## config.mk

```make
export PLATFORM = sky130hd
export DESIGN_NAME = wmps_front_flat
export DESIGN_NICKNAME = d
export VERILOG_FILES = /design/src/rtl/core/wmps_pkg.sv /design/src/rtl/core/wmps_if.sv /design/src/rtl/core/wmps_front.sv /design/src/flat_wrapper.sv
export VERILOG_INCLUDE_DIRS = /design/src /design/src/rtl/core
export SDC_FILE = /design/constraint.sdc
export NUM_CORES = 1
export LEC_CHECK = 0
export BUFFER_PORTS_ARGS = -buffer_cell sky130_fd_sc_hd__buf_4
export CORE_MARGIN = 2
export CORE_UTILIZATION = 56
export DETAILED_ROUTE_END_ITERATION = 6
export PLACE_DENSITY = 0.84
export SETUP_SLACK_MARGIN = 0.05
export SLEW_MARGIN = 20
export SYNTH_ARGS = -nofsm -noshare
export SYNTH_HDL_FRONTEND = slang
export SYNTH_SLANG_ARGS = --single-unit
export TNS_END_PERCENT = 1
```

## constraint.sdc

```tcl
create_clock -name clk -period 11.7 [get_ports clk]
set_clock_uncertainty 0.2 [all_clocks]
set_input_delay 1.755 -clock clk [delete_from_list [all_inputs] [get_ports clk]]
set_output_delay 1.755 -clock clk [all_outputs]
set_load 0.005 [all_outputs]
```

## src/rtl/core/weighted_multi_pattern_scorer_macros.svh

```systemverilog
// Assertion shorthands shared by the scorer modules
`ifndef WEIGHTED_MULTI_PATTERN_SCORER_MACROS_SVH
`define WEIGHTED_MULTI_PATTERN_SCORER_MACROS_SVH
// Check a consequence in the same cycle
`define WMPS_ASSERT_NOW(lbl, ante, cons, msg) \
	lbl: assert property (@(posedge clk) disable iff (!arst_n) (ante) |-> (cons)) \
		else $error(msg);
// Check a consequence in the next cycle
`define WMPS_ASSERT_NEXT(lbl, ante, cons, msg) \
	lbl: assert property (@(posedge clk) disable iff (!arst_n) (ante) |=> (cons)) \
		else $error(msg);
`endif

```

## src/rtl/core/wmps_pkg.sv

```systemverilog
package wmps_pkg;
	localparam int MAX_NODES   = 1024;
	localparam int MAX_LETTERS = 26;
	localparam int NODE_W      = $clog2(MAX_NODES);
	localparam int CNT_W       = NODE_W + 1;
	localparam int LET_W       = 5;
	localparam int TT_DEPTH    = MAX_NODES * MAX_LETTERS;
	localparam int TT_AW       = $clog2(TT_DEPTH);
	localparam int PAIR_DEPTH  = MAX_LETTERS * MAX_LETTERS;
	localparam int PAIR_AW     = $clog2(PAIR_DEPTH);
	localparam int QDEPTH      = 2;
	localparam int QPTR_W      = $clog2(QDEPTH);
	localparam logic [7:0] LETTER_BASE = 8'd97;
	localparam logic [5:0] PREV_EMPTY  = 6'd63;
	localparam logic [5:0] PREV_BAD    = 6'd32;

	typedef enum logic [2:0] {
		FN_PSYM  = 3'd0,
		FN_PEND  = 3'd1,
		FN_BUILD = 3'd2,
		FN_PAIR  = 3'd3,
		FN_TEXT  = 3'd4,
		FN_CLEAR = 3'd5
	} func_t;

	typedef enum logic [1:0] {
		STS_OK    = 2'd0,
		STS_FULL  = 2'd1,
		STS_EARLY = 2'd2
	} status_t;

	typedef enum logic [4:0] {
		ST_IDLE, ST_PS_EV, ST_CLR, ST_PE_WR, ST_BR_RD, ST_BR_EV, ST_BQ_CHK,
		ST_BV, ST_BLK, ST_BW1, ST_BW2, ST_BS_RD, ST_BS_RD2, ST_BS_EV,
		ST_TX_NW, ST_TX_ADD, ST_DONE
	} bstate_t;

	// classified item as held in the queue
	typedef struct packed {
		logic [2:0]       func;
		logic [LET_W-1:0] letter;
		logic             letter_ok;
		logic [LET_W-1:0] second;
		logic             pair_ok;
		logic [63:0]      weight;
		logic             last;
	} qitem_t;

	typedef struct packed {
		logic pop;
		logic boot;
	} bk_ctl_t;

	function automatic logic [TT_AW-1:0] tt_addr(input logic [NODE_W-1:0] n,
			input logic [LET_W-1:0] c);
		return TT_AW'(n) * TT_AW'(MAX_LETTERS) + TT_AW'(c);
	endfunction

	function automatic logic [PAIR_AW-1:0] pair_addr(input logic [LET_W-1:0] a,
			input logic [LET_W-1:0] b);
		return PAIR_AW'(a) * PAIR_AW'(MAX_LETTERS) + PAIR_AW'(b);
	endfunction
endpackage

```

## src/rtl/core/wmps_if.sv

```systemverilog
interface wmps_req_if;
	logic        valid;
	logic        ready;
	logic [2:0]  func;
	logic [7:0]  symbol;
	logic [4:0]  second_symbol;
	logic signed [63:0] weight;
	logic        last;
	modport source(output valid, func, symbol, second_symbol, weight, last, input ready);
	modport sink(input valid, func, symbol, second_symbol, weight, last, output ready);
endinterface


```

## src/rtl/core/wmps_front.sv

```systemverilog
`include "weighted_multi_pattern_scorer_macros.svh"
module wmps_front (
	input  logic                      clk,
	input  logic                      arst_n,
	input  logic [wmps_pkg::LET_W-1:0] k,
	wmps_req_if.sink                  req,
	input  wmps_pkg::bk_ctl_t         ctl,
	output wmps_pkg::qitem_t          head,
	output logic                      avail
);
	import wmps_pkg::*;

	qitem_t            q_mem [QDEPTH];
	logic [QPTR_W-1:0] wr_ptr_q, rd_ptr_q;
	logic [QPTR_W:0]   cnt_q;
	logic [7:0]        off;
	logic              push, pop;
	qitem_t            item;

	// classify the incoming transaction
	always_comb begin
		off            = req.symbol - LETTER_BASE;
		item.func      = req.func;
		item.letter    = off[LET_W-1:0];
		item.letter_ok = (req.symbol >= LETTER_BASE) && (off < 8'(k));
		item.second    = req.second_symbol;
		item.pair_ok   = req.second_symbol < k;
		item.weight    = req.weight;
		item.last      = req.last;
	end

	assign req.ready = (cnt_q != (QPTR_W+1)'(QDEPTH)) && !ctl.boot;
	assign push      = req.valid && req.ready;
	assign pop       = ctl.pop;
	assign head      = q_mem[rd_ptr_q];
	assign avail     = cnt_q != '0;

	// store classified items
	always_ff @(posedge clk) begin
		if (push) q_mem[wr_ptr_q] <= item;
	end

	// advance pointers and fill count
	always_ff @(posedge clk or negedge arst_n) begin
		if (!arst_n) begin
			wr_ptr_q <= '0;
			rd_ptr_q <= '0;
			cnt_q    <= '0;
		end else begin
			if (push) wr_ptr_q <= wr_ptr_q + QPTR_W'(1);
			if (pop)  rd_ptr_q <= rd_ptr_q + QPTR_W'(1);
			if (push && !pop) cnt_q <= cnt_q + (QPTR_W+1)'(1);
			else if (pop && !push) cnt_q <= cnt_q - (QPTR_W+1)'(1);
		end
	end

	`WMPS_ASSERT_NOW(a_q_cnt, 1'b1, cnt_q <= (QPTR_W+1)'(QDEPTH), "queue overfilled")
	`WMPS_ASSERT_NOW(a_q_pop, pop, cnt_q != '0, "pop from empty queue")
	`WMPS_ASSERT_NEXT(a_q_full, cnt_q == (QPTR_W+1)'(QDEPTH) && !pop, cnt_q == (QPTR_W+1)'(QDEPTH), "full queue lost an entry")
endmodule

```

## src/flat_wrapper.sv

```systemverilog
// flat-port wrapper written by rule: the top's interface ports become plain ports
module wmps_front_flat import wmps_pkg::*;
  (clk, arst_n, k, ctl, head, avail, req_valid, req_func, req_symbol, req_second_symbol, req_weight, req_last, req_ready);
  wmps_req_if req_i ();
  input  logic clk;
  input  logic arst_n;
  input  logic [wmps_pkg::LET_W-1:0] k;
  input  wmps_pkg::bk_ctl_t ctl;
  output wmps_pkg::qitem_t head;
  output logic avail;
  input wire logic [$bits(req_i.valid)-1:0] req_valid;
  input wire logic [$bits(req_i.func)-1:0] req_func;
  input wire logic [$bits(req_i.symbol)-1:0] req_symbol;
  input wire logic [$bits(req_i.second_symbol)-1:0] req_second_symbol;
  input wire logic [$bits(req_i.weight)-1:0] req_weight;
  input wire logic [$bits(req_i.last)-1:0] req_last;
  output wire logic [$bits(req_i.ready)-1:0] req_ready;
  assign req_i.valid = req_valid;
  assign req_i.func = req_func;
  assign req_i.symbol = req_symbol;
  assign req_i.second_symbol = req_second_symbol;
  assign req_i.weight = req_weight;
  assign req_i.last = req_last;
  assign req_ready = req_i.ready;
  wmps_front u_core (.clk(clk), .arst_n(arst_n), .k(k), .req(req_i), .ctl(ctl), .head(head), .avail(avail));
endmodule
```

==> results of run 1 <==
==> power by group <==
part | internal (mW) | leakage (nW) | switching, mW | total, mW
registers | 0.733 | 1.51 | 0.0765 | 0.809
clock network | 0.316 | 0.264 | 0.225 | 0.541
logic | 0.267 | 1.38 | 0.148 | 0.415
==> cells by family (layout without fill, tap and decap cells) <==
family	Yosys count	after routing
mux	80	80
xor+xnor	8	8
flops	164	164
simple gates	17	17
compound gates	12	12
fa+ha+maj	10	10
buf+inv	20	217
==> cell usage after synthesis, drive strengths merged <==
cell type and n:
o21a 1, inv 11, or2 1, nand2 4, a211oi 1, mux2 80, o2111ai 1, nand4b 1
xnor2 3, nor3 3, a21oi 4, nand2b 1, o21ai 3, a21o 1, ha 10, a21boi 1
dfrtp 4, buf 9, edfxtp 160, xor2 5, and3 1, nor2 6
==> area by class of cell <==
type,instances,area (µm²),share of cell area
repair buffers,174,1320,0.159
inverters,11,41.3,0.00498
clock buffers,18,429,0.0517
well taps,140,175,0.0211
flip-flops and latches,164,4910,0.592
clock inverters,14,153,0.0184
multi-input cells,127,1270,0.153
==> worst paths after layout <==
| kind | end | depth (start not counted) |
|---|---|---|
| setup / recovery | head[14] | 2 |
| hold / removal | u_core.cnt_q[1] | 1 |
| setup reg to reg | u_core.q_mem[0][52] | 5 |
| hold reg to reg | u_core.cnt_q[1] | 1 |
| max in group asynchronous | u_core.rd_ptr_q | 1 |
| min in group asynchronous | u_core.wr_ptr_q | 1 |
==> sequential cells by signal, summed over array words and instances (netlist names) <==
register and count:
u_core.q_mem 160, u_core.rd_ptr_q 1, u_core.wr_ptr_q 1, u_core.cnt_q 2
==> layer usage <==
layer,routed length [µm],vias up,part of all wire
met4,135,0,0.012
met1,4690,1585,0.41
met2,5700,123,0.49
met3,1000,15,0.087
li1,-,1577,-
met5,0,-,0
==> worst max-delay path, cell delays in order (launching register included) <==
cell and delay, ns:
dfrtp_4 1.15, mux2_2 0.43, buf_4 0.14
==> run_results.csv, run 1 <==
group,metric,value,unit
run_status,outcome,"complete, no violations",
yosys,avgSynthCellArea,20.3,µm²
layout,diodes,0,
placed_design,dp_hpwl,7.33,mm
drt,antenna_left,0,
layout,post-route-util,0.759,
placed_design,place_congestion,0.705,
cts,numCtsBuffers,17,
cts,clockBufferDepth,2,
worst_setup_path,worstSetupPathType,"reg -> out",
yosys,synth_mux_area_frac,0.143,
hold_path,hold_path.class,"reg -> reg",
timing,setup_viol,0,
placed_design,dp.cells,615,
layout,fill_cells,660,
yosys,synth.distinct_cells,24,
layout,syn_to_final_growth,31.6,%
yosys,syn_area,6310,µm²
global_route,antenna_found_initial,0,
die,dieHeight,110,µm
drt,first_pass_iters,4,
worst_setup_path,cp.arrival,2.16,ns
worst_setup_path,worstReg2RegStart,"u_core.cnt_q[0]",
global_route,grtUsageMet2,0.312,
yosys,synth_top_area_share,0.762,
placed_design,port-buffer-count,172,
die,io_pins,173,
power,power.leakage,3.15,nW
drt,route.vias.total,3300,
die,dieArea,12100,µm²
drt,drc,0,
global_route,grt_pass1_vias,3358,
global_route,grt_pass1_wl,16.5,mm
yosys,seq_area_frac_synth,0.778,
cts,clk_latency,0.41,ns
timing,worst_pin_slew,1.09,ns
cts,cts_tree,"done",
yosys,synth_area_leaders,"edfxtp_1, mux2_2, ha_1, buf_6, dfrtp_1",
layout,final_common_cell,"buf_4",
worst_setup_path,reg2reg_slack,9.17,ns
cts,clk_pin_slew,0.06,ns
worst_setup_path,crit_path_end_kind,"output port",
cts,postCtsSetupBuffers,0,
timing,period_minus_slack,4.11,ns
yosys,synth-compound-area-share,0.0131,
drt,drt_iter0_markers,148,
yosys,syn_inst,311,
yosys,synth_top_family_by_area,"multiplexers",
yosys,syn-num-nets,412,
layout,drive_gt1_frac,0.571,
die,start_util,0.577,
yosys,ys_ff_latch,164,
layout,design_area,8300,µm²
timing,setup_slack,7.59,ns
worst_setup_path,cp_max_fo,81,
layout,final_cell_mix,"buf_4, edfxtp_1, mux2_2, clkbuf_16, inv_1",
drt,routedWlPerCell,17.8,µm
die,core_area,10900,µm²
cts,cts-root-buf,"clkbuf_16",
layout,nets,596,
timing,hold-worst-slack,0.330,ns
timing,post-route-period-util,0.352,
cts,cts_max_level,4,
hold_path,worstHoldStart,"u_core.cnt_q[1]",
placed_design,dp_slack,7.61,ns
global_route,track_usage,0.185,
timing,max_freq,243,MHz
drt,wl,11.5,mm
timing,slew_violations,0,
cts,ctsHoldBuffers,0,
worst_setup_path,startpoint_type,"flip-flop",
yosys,yosysWarningCount,0,
global_route,grt_use_met1,0.222,
timing,slew_headroom,0.276,
power,ir_drop,184,µV
drt,via_per_inst,5.09,
yosys,synth_xor_area_frac,0.0111,
placed_design,dpl_cell_area,7690,µm²
cts,cts_resized,0,
timing,timing.setup.tns,0,ns
global_route,top_usage_layer,"met2",
yosys,yosys.area_share.simple,0.0127,
worst_setup_path,crit_required,9.75,ns
global_route,overflow,0,
yosys,synth_top_area_cell,"edfxtp_1",
layout,stdcell_count,648,
yosys,synth-adder-area-share,0.0198,
global_route,use_met3,0.0641,
timing,hold_viol,0,
flow_run,cap_violations,0,
cts,cts_sinks,164,
die,row_count,38,
worst_setup_path,startpoint,"u_core.rd_ptr_q",
timing,rsz0062_at_grt,"no",
global_route,grt_max_degree,82,
die,die_x,110,µm
power,power,1.77,mW
power,power_density,213,nW/µm²
No activity file was read; power rests on OpenSTA's default activity.
==> inputs of run 2 (changes only) <==
--- a/config.mk
+++ b/config.mk
@@ -6,11 +6,12 @@
 export SDC_FILE = /design/constraint.sdc
 export NUM_CORES = 1
 export LEC_CHECK = 0
+export ABC_AREA = 1
 export BUFFER_PORTS_ARGS = -buffer_cell sky130_fd_sc_hd__buf_4
 export CORE_MARGIN = 2
-export CORE_UTILIZATION = 56
+export CORE_UTILIZATION = 48
 export DETAILED_ROUTE_END_ITERATION = 6
-export PLACE_DENSITY = 0.84
+export PLACE_DENSITY = 0.75
 export SETUP_SLACK_MARGIN = 0.05
 export SLEW_MARGIN = 20
 export SYNTH_ARGS = -nofsm -noshare
==> constraint.sdc (replaced) <==
create_clock -name clk -period 3.52 [get_ports clk]
set_clock_uncertainty 0.2 [all_clocks]
set_input_delay 0.528 -clock clk [delete_from_list [all_inputs] [get_ports clk]]
set_output_delay 0.528 -clock clk [all_outputs]
set_load 0.005 [all_outputs]
==> run_results.csv, run 2 <==
group,metric,value,unit
worst_setup_path,crit_path_end_kind,"output port",
power,p_clk_frac,0.294,
die,io_pins,173,
cts,cts_tree,"done",
global_route,grt_pass1_vias,3444,
worst_setup_path,r2r_end,"u_core.q_mem[0][46]",
worst_setup_path,worstReg2RegStart,"u_core.cnt_q[0]",
drt,drt_iter0_markers,230,
yosys,synth.distinct_cells,22,
drt,via_per_inst,4.81,
yosys,syn_inst,327,
worst_setup_path,r2r_cells,5,
power,power_density,713,nW/µm²
cts,clk_latency,0.41,ns
placed_design,place_congestion,0.785,
power,power_switching,1.56,mW
timing,max_freq,357,MHz
yosys,synth_top_area_share,0.716,
cts,clockBufferDepth,2,
yosys,seq_area_frac_synth,0.731,
layout,final_cell_mix,"buf_4, edfxtp_1, mux2_4, inv_1, clkbuf_16",
cts,cts_resized,0,
layout,final_common_cell,"buf_4",
timing,hold_viol,0,
yosys,avgSynthCellArea,20.5,µm²
layout,diodes,0,
power,ir_drop,321,µV
drt,routedWlPerCell,17.0,µm
global_route,overflow,0,
cts,cts_sinks,164,
die,core_area,13800,µm²
power,p_sw_frac,0.251,
layout,drive_gt1_frac,0.554,
power,power,6.24,mW
yosys,synth_common_cells,"edfxtp_1, mux2_4, inv_1",
timing,period_minus_slack,2.80,ns
power,power.leakage,3.61,nW
placed_design,dp_slack,0.915,ns
cts,cts-root-buf,"clkbuf_16",
power,pwr-share-comb,0.291,
yosys,synth_edf_count,160,
hold_path,hold_path.class,"in -> reg",
timing,worst_pin_slew,0.547,ns
layout,largest-register,"u_core.q_mem",
global_route,grt_max_degree,70,
global_route,track_usage,0.163,
worst_setup_path,startpoint_type,"flip-flop",
drt,antenna_left,0,
die,dieHeight,122,µm
worst_setup_path,reg2reg_slack,1.36,ns
placed_design,port-buffer-count,172,
timing,post-route-period-util,0.795,
yosys,ys_ff_latch,164,
timing,setup_viol,0,
yosys,yosysMostFrequentCell,"edfxtp_1",
worst_setup_path,cp.arrival,2.07,ns
yosys,syn_area,6710,µm²
worst_setup_path,startpoint,"u_core.rd_ptr_q",
global_route,grt_pass1_wl,17.9,mm
die,dieArea,14900,µm²
cts,numCtsBuffers,17,
die,row_count,43,
layout,stdcell_count,709,
timing,slew_violations,0,
flow_run,cap_violations,0,
cts,cts_max_level,4,
timing,rsz0062_at_grt,"no",
timing,setup_slack,0.723,ns
cts,postCtsSetupBuffers,0,
yosys,syn-num-nets,428,
yosys,synth_area_leaders,"edfxtp_1, mux2_4, buf_12, ha_1, dfrtp_1",
die,start_util,0.487,
worst_setup_path,crit_required,2.79,ns
drt,wl,12.0,mm
global_route,antenna_found_initial,0,
run_status,outcome,"complete, no violations",
drt,drc,0,
die,die_x,122,µm
worst_setup_path,cp_max_fo,27,
layout,reg_top3,"u_core.q_mem: 160 flops, u_core.cnt_q: 2 flops",
power,p_int,4.67,mW
yosys,synth_top_area_cell,"edfxtp_1",
cts,ctsHoldBuffers,1,
yosys,ys.flop_type,"edfxtp_1",
timing,slew_headroom,0.635,
yosys,yosysWarningCount,0,
placed_design,dp_hpwl,8.17,mm
drt,first_pass_iters,4,
layout,nets,617,
power,seq_power_share,0.415,
layout,largest_reg_flops,160,
timing,hold-worst-slack,0.0938,ns
cts,clk_pin_slew,0.06,ns
worst_setup_path,worstSetupPathType,"reg -> out",
timing,timing.setup.tns,0,ns
placed_design,dp.cells,676,
yosys,synthArstFlopShare,0.0244,
drt,route.vias.total,3411,
layout,syn_to_final_growth,30.3,%
worst_setup_path,cp-endpoint,"head[19]",
run 2: area by class of cell:
type                       instances  area, µm²
clock buffer                      19        433
fill                             987       5030
tap                              180        225
inverter                          19       71.3
clock inverter                    13        158
sequential                       164       4910
multi-input combinational        135       1580
timing repair buffer             179       1370
run 2: layer usage:
metal,wire length [µm],GRT usage
met3,1120,0.0702
met1,4750,0.186
met4,172,0.0632
met2,5980,0.272
met5,0,0
run 2: critical path: stages (launching register included):
cell and delay [ns]:
dfrtp_4 0.76, buf_4 0.39, mux2_4 0.34, buf_4 0.14
run 2: kinds of logic (layout without fill, tap and decap cells):
logic type / after synthesis / in the layout / share of synthesized area
buffers and inverters: 28 / 230 / 0.0362
multiplexers: 80 / 80 / 0.178
XOR/XNOR: 7 / 7 / 0.00914
AND/OR/NAND/NOR: 29 / 29 / 0.0192
AO/OA/AOI/OAI: 9 / 9 / 0.00764
flip-flops: 164 / 164 / 0.731
adder cells (fa/ha/maj): 10 / 10 / 0.0186
run 2: worst min path at each step:
stage	end	slack, ns	depth (start not counted)	start
CTS	u_core.q_mem[0][62]	0.07	1	req_weight[61]
global route	u_core.q_mem[0][78]	0.07	1	req_func[1]
finish	u_core.q_mem[0][1]	0.09	1	req_weight[0]
detailed placement	u_core.cnt_q[1]	0.13	1	arst_n
global placement	u_core.cnt_q[1]	0.13	1	arst_n
floorplan	u_core.cnt_q[0]	0.03	0	arst_n
run 2: stage by stage:
stage,utilization,instance area (µm²)
2_1_floorplan,-,6720
3_3_place_gp,0.591,8150
3_5_place_dp,0.591,8150
4_1_cts,0.635,8750
5_1_grt,0.635,8750
6_report,0.635,8750
run 2: power groups by stage:
stage          Clock, mW  Combinational (mW)  Sequential, mW
3_3_place_gp           0                1.82            2.61
2_1_floorplan          0                1.29            2.54
5_1_grt             1.96                1.95            2.61
6_report            1.83                1.82            2.59
3_5_place_dp           0                1.84            2.63
4_1_cts             1.88                1.85            2.59
==> inputs of run 3 (changes only) <==
--- a/config.mk
+++ b/config.mk
@@ -9,9 +9,9 @@
 export ABC_AREA = 1
 export BUFFER_PORTS_ARGS = -buffer_cell sky130_fd_sc_hd__buf_4
 export CORE_MARGIN = 2
-export CORE_UTILIZATION = 48
+export CORE_UTILIZATION = 53
 export DETAILED_ROUTE_END_ITERATION = 6
-export PLACE_DENSITY = 0.75
+export PLACE_DENSITY = 0.79
 export SETUP_SLACK_MARGIN = 0.05
 export SLEW_MARGIN = 20
 export SYNTH_ARGS = -nofsm -noshare
==> constraint.sdc (replaced) <==
create_clock -name clk -period 2.9 [get_ports clk]
set_clock_uncertainty 0.2 [all_clocks]
set_input_delay 0.435 -clock clk [delete_from_list [all_inputs] [get_ports clk]]
set_output_delay 0.435 -clock clk [all_outputs]
set_load 0.005 [all_outputs]
==> run_results.csv, run 3 (same netlist as run 2, synthesis figures left out) <==
group,metric,value,unit
worst_setup_path,worstSetupPathType,"reg -> out",
layout,final_cell_mix,"buf_4, edfxtp_1, mux2_4, dlygate4sd3_1, inv_1",
worst_setup_path,cp_max_fo,31,
worst_setup_path,r2r_end,"u_core.q_mem[1][47]",
hold_path,hold_path.class,"in -> reg",
die,row_count,41,
layout,largest_reg_flops,160,
power,power_density,807,nW/µm²
placed_design,dpl_cell_area,8170,µm²
power,pwr-share-comb,0.309,
timing,hold-worst-slack,0.0207,ns
hold_path,worstHoldStart,"req_second_symbol[2]",
power,p_int,5.73,mW
timing,slew_headroom,0.639,
layout,final_common_cell,"buf_4",
flow_run,cap_violations,0,
cts,cts_tree,"done",
placed_design,place_congestion,0.771,
power,p_sw_frac,0.248,
layout,design_area,9450,µm²
global_route,grt_max_degree,44,
layout,fill_cells,713,
die,die_x,117,µm
power,p_clk_frac,0.282,
layout,nets,688,
worst_setup_path,crit_path_end_kind,"output port",
placed_design,port-buffer-count,172,
cts,cts-root-buf,"clkbuf_16",
drt,route.vias.total,3713,
die,core_area,12500,µm²
cts,cts_max_level,4,
drt,drt_iter0_markers,235,
timing,setup_viol,0,
layout,syn_to_final_growth,40.8,%
worst_setup_path,startpoint_type,"flip-flop",
worst_setup_path,crit_required,2.27,ns
die,io_pins,173,
run_status,outcome,"complete, no violations",
power,power.leakage,3.90,nW
die,dieHeight,117,µm
layout,drive_gt1_frac,0.483,
worst_setup_path,cp.arrival,1.93,ns
power,power_switching,1.89,mW
die,dieArea,13600,µm²
timing,max_freq,389,MHz
timing,hold_viol,0,
worst_setup_path,r2r_cells,5,
cts,clk_pin_slew,0.06,ns
power,seq_power_share,0.409,
drt,routedWlPerCell,16.9,µm
timing,worst_pin_slew,0.540,ns
worst_setup_path,reg2reg_slack,0.70,ns
drt,antenna_left,0,
power,ir_drop,499,µV
global_route,track_usage,0.198,
worst_setup_path,worstReg2RegStart,"u_core.cnt_q[0]",
layout,reg_top3,"u_core.q_mem: 160 flops, u_core.cnt_q: 2 flops",
hold_path,hold_depth,1,
cts,clockBufferDepth,2,
cts,cts_resized,0,
layout,diodes,0,
drt,wl,13.1,mm
placed_design,dp_hpwl,8.12,mm
drt,first_pass_iters,4,
global_route,grt_pass1_wl,19.5,mm
global_route,antenna_found_initial,0,
cts,clk_latency,0.41,ns
hold_path,whs_endpoint,"u_core.q_mem[0][68]",
global_route,grt_pass1_vias,3888,
timing,period_minus_slack,2.57,ns
drt,via_per_inst,4.81,
layout,largest-register,"u_core.q_mem",
drt,drc,0,
global_route,overflow,0,
die,start_util,0.538,
cts,numCtsBuffers,17,
cts,cts_sinks,164,
timing,rsz0062_at_grt,"no",
timing,slew_violations,0,
timing,post-route-period-util,0.886,
[run 3: cell types whose count changed in the layout (fill, tap and decap cells not counted), sizes merged]
cell | before | now
buf | 178 | 179
clkbuf | 19 | 18
clkinv | 8 | 11
dlygate4sd3 | 1 | 71
inv | 21 | 19
[run 3: worst max-delay path, stage by stage, from the launching register on]
cell and delay, ns:
dfrtp_4 0.69, buf_12 0.31, mux2_2 0.36, buf_4 0.14
[run 3: layout make-up]
type                    count  area [µm²]  area share
repair buffers            250        2100       0.223
flip-flops and latches    164        4910       0.519
clock inverters            14         143      0.0151
inverters                  19        71.3     0.00755
well taps                 172         215      0.0228
multi-input cells         135        1580       0.167
clock buffers              18         429      0.0454
[run 3: layer usage]
metal  share of wire  routed length, µm  GRT usage
met1            0.38               4980      0.222
met2            0.53               6950      0.350
met5               0                  0          0
met3           0.069                899     0.0643
met4           0.018                234     0.0800
[run 3: what timing repair did]
item,4_1_cts,5_1_grt
hold buffers,70,1
buffers inserted,0,0
hold endpoints to repair,137,2
[run 3: worst max-delay path by stage]
stage | start | to | slack [ns] | cells after the start
after floorplan | u_core.cnt_q[0] | u_core.q_mem[0][0] | -0.53 | 4
final | u_core.rd_ptr_q | head[79] | 0.33 | 3
after CTS | u_core.rd_ptr_q | head[79] | 0.30 | 3
after global routing | u_core.rd_ptr_q | head[79] | 0.24 | 3
after global placement | req_symbol[0] | u_core.q_mem[0][71] | 0.58 | 8
after detailed placement | req_symbol[0] | u_core.q_mem[0][71] | 0.42 | 8
[run 3: power by group through the flow]
stage	Combinational (mW)	Sequential (mW)	Clock, mW
after floorplan	1.57	3.08	0
after global placement	2.24	3.15	0
after detailed placement	2.28	3.17	0
after CTS	2.37	3.12	2.19
after global routing	2.51	3.15	2.30
final	2.35	3.12	2.15
[run 3: per-stage QoR]
stage	power, mW	utilization	setup TNS (ns)	setup WS, ns	std cells
after floorplan	4.65	-	-84.44	-0.528	327
after detailed placement	5.45	0.655	0	0.417	669
after CTS	7.68	0.757	0	0.296	771
after global routing	7.97	0.758	0	0.244	772
final	7.62	0.758	0	0.331	772
after global placement	5.39	0.655	0	0.579	669
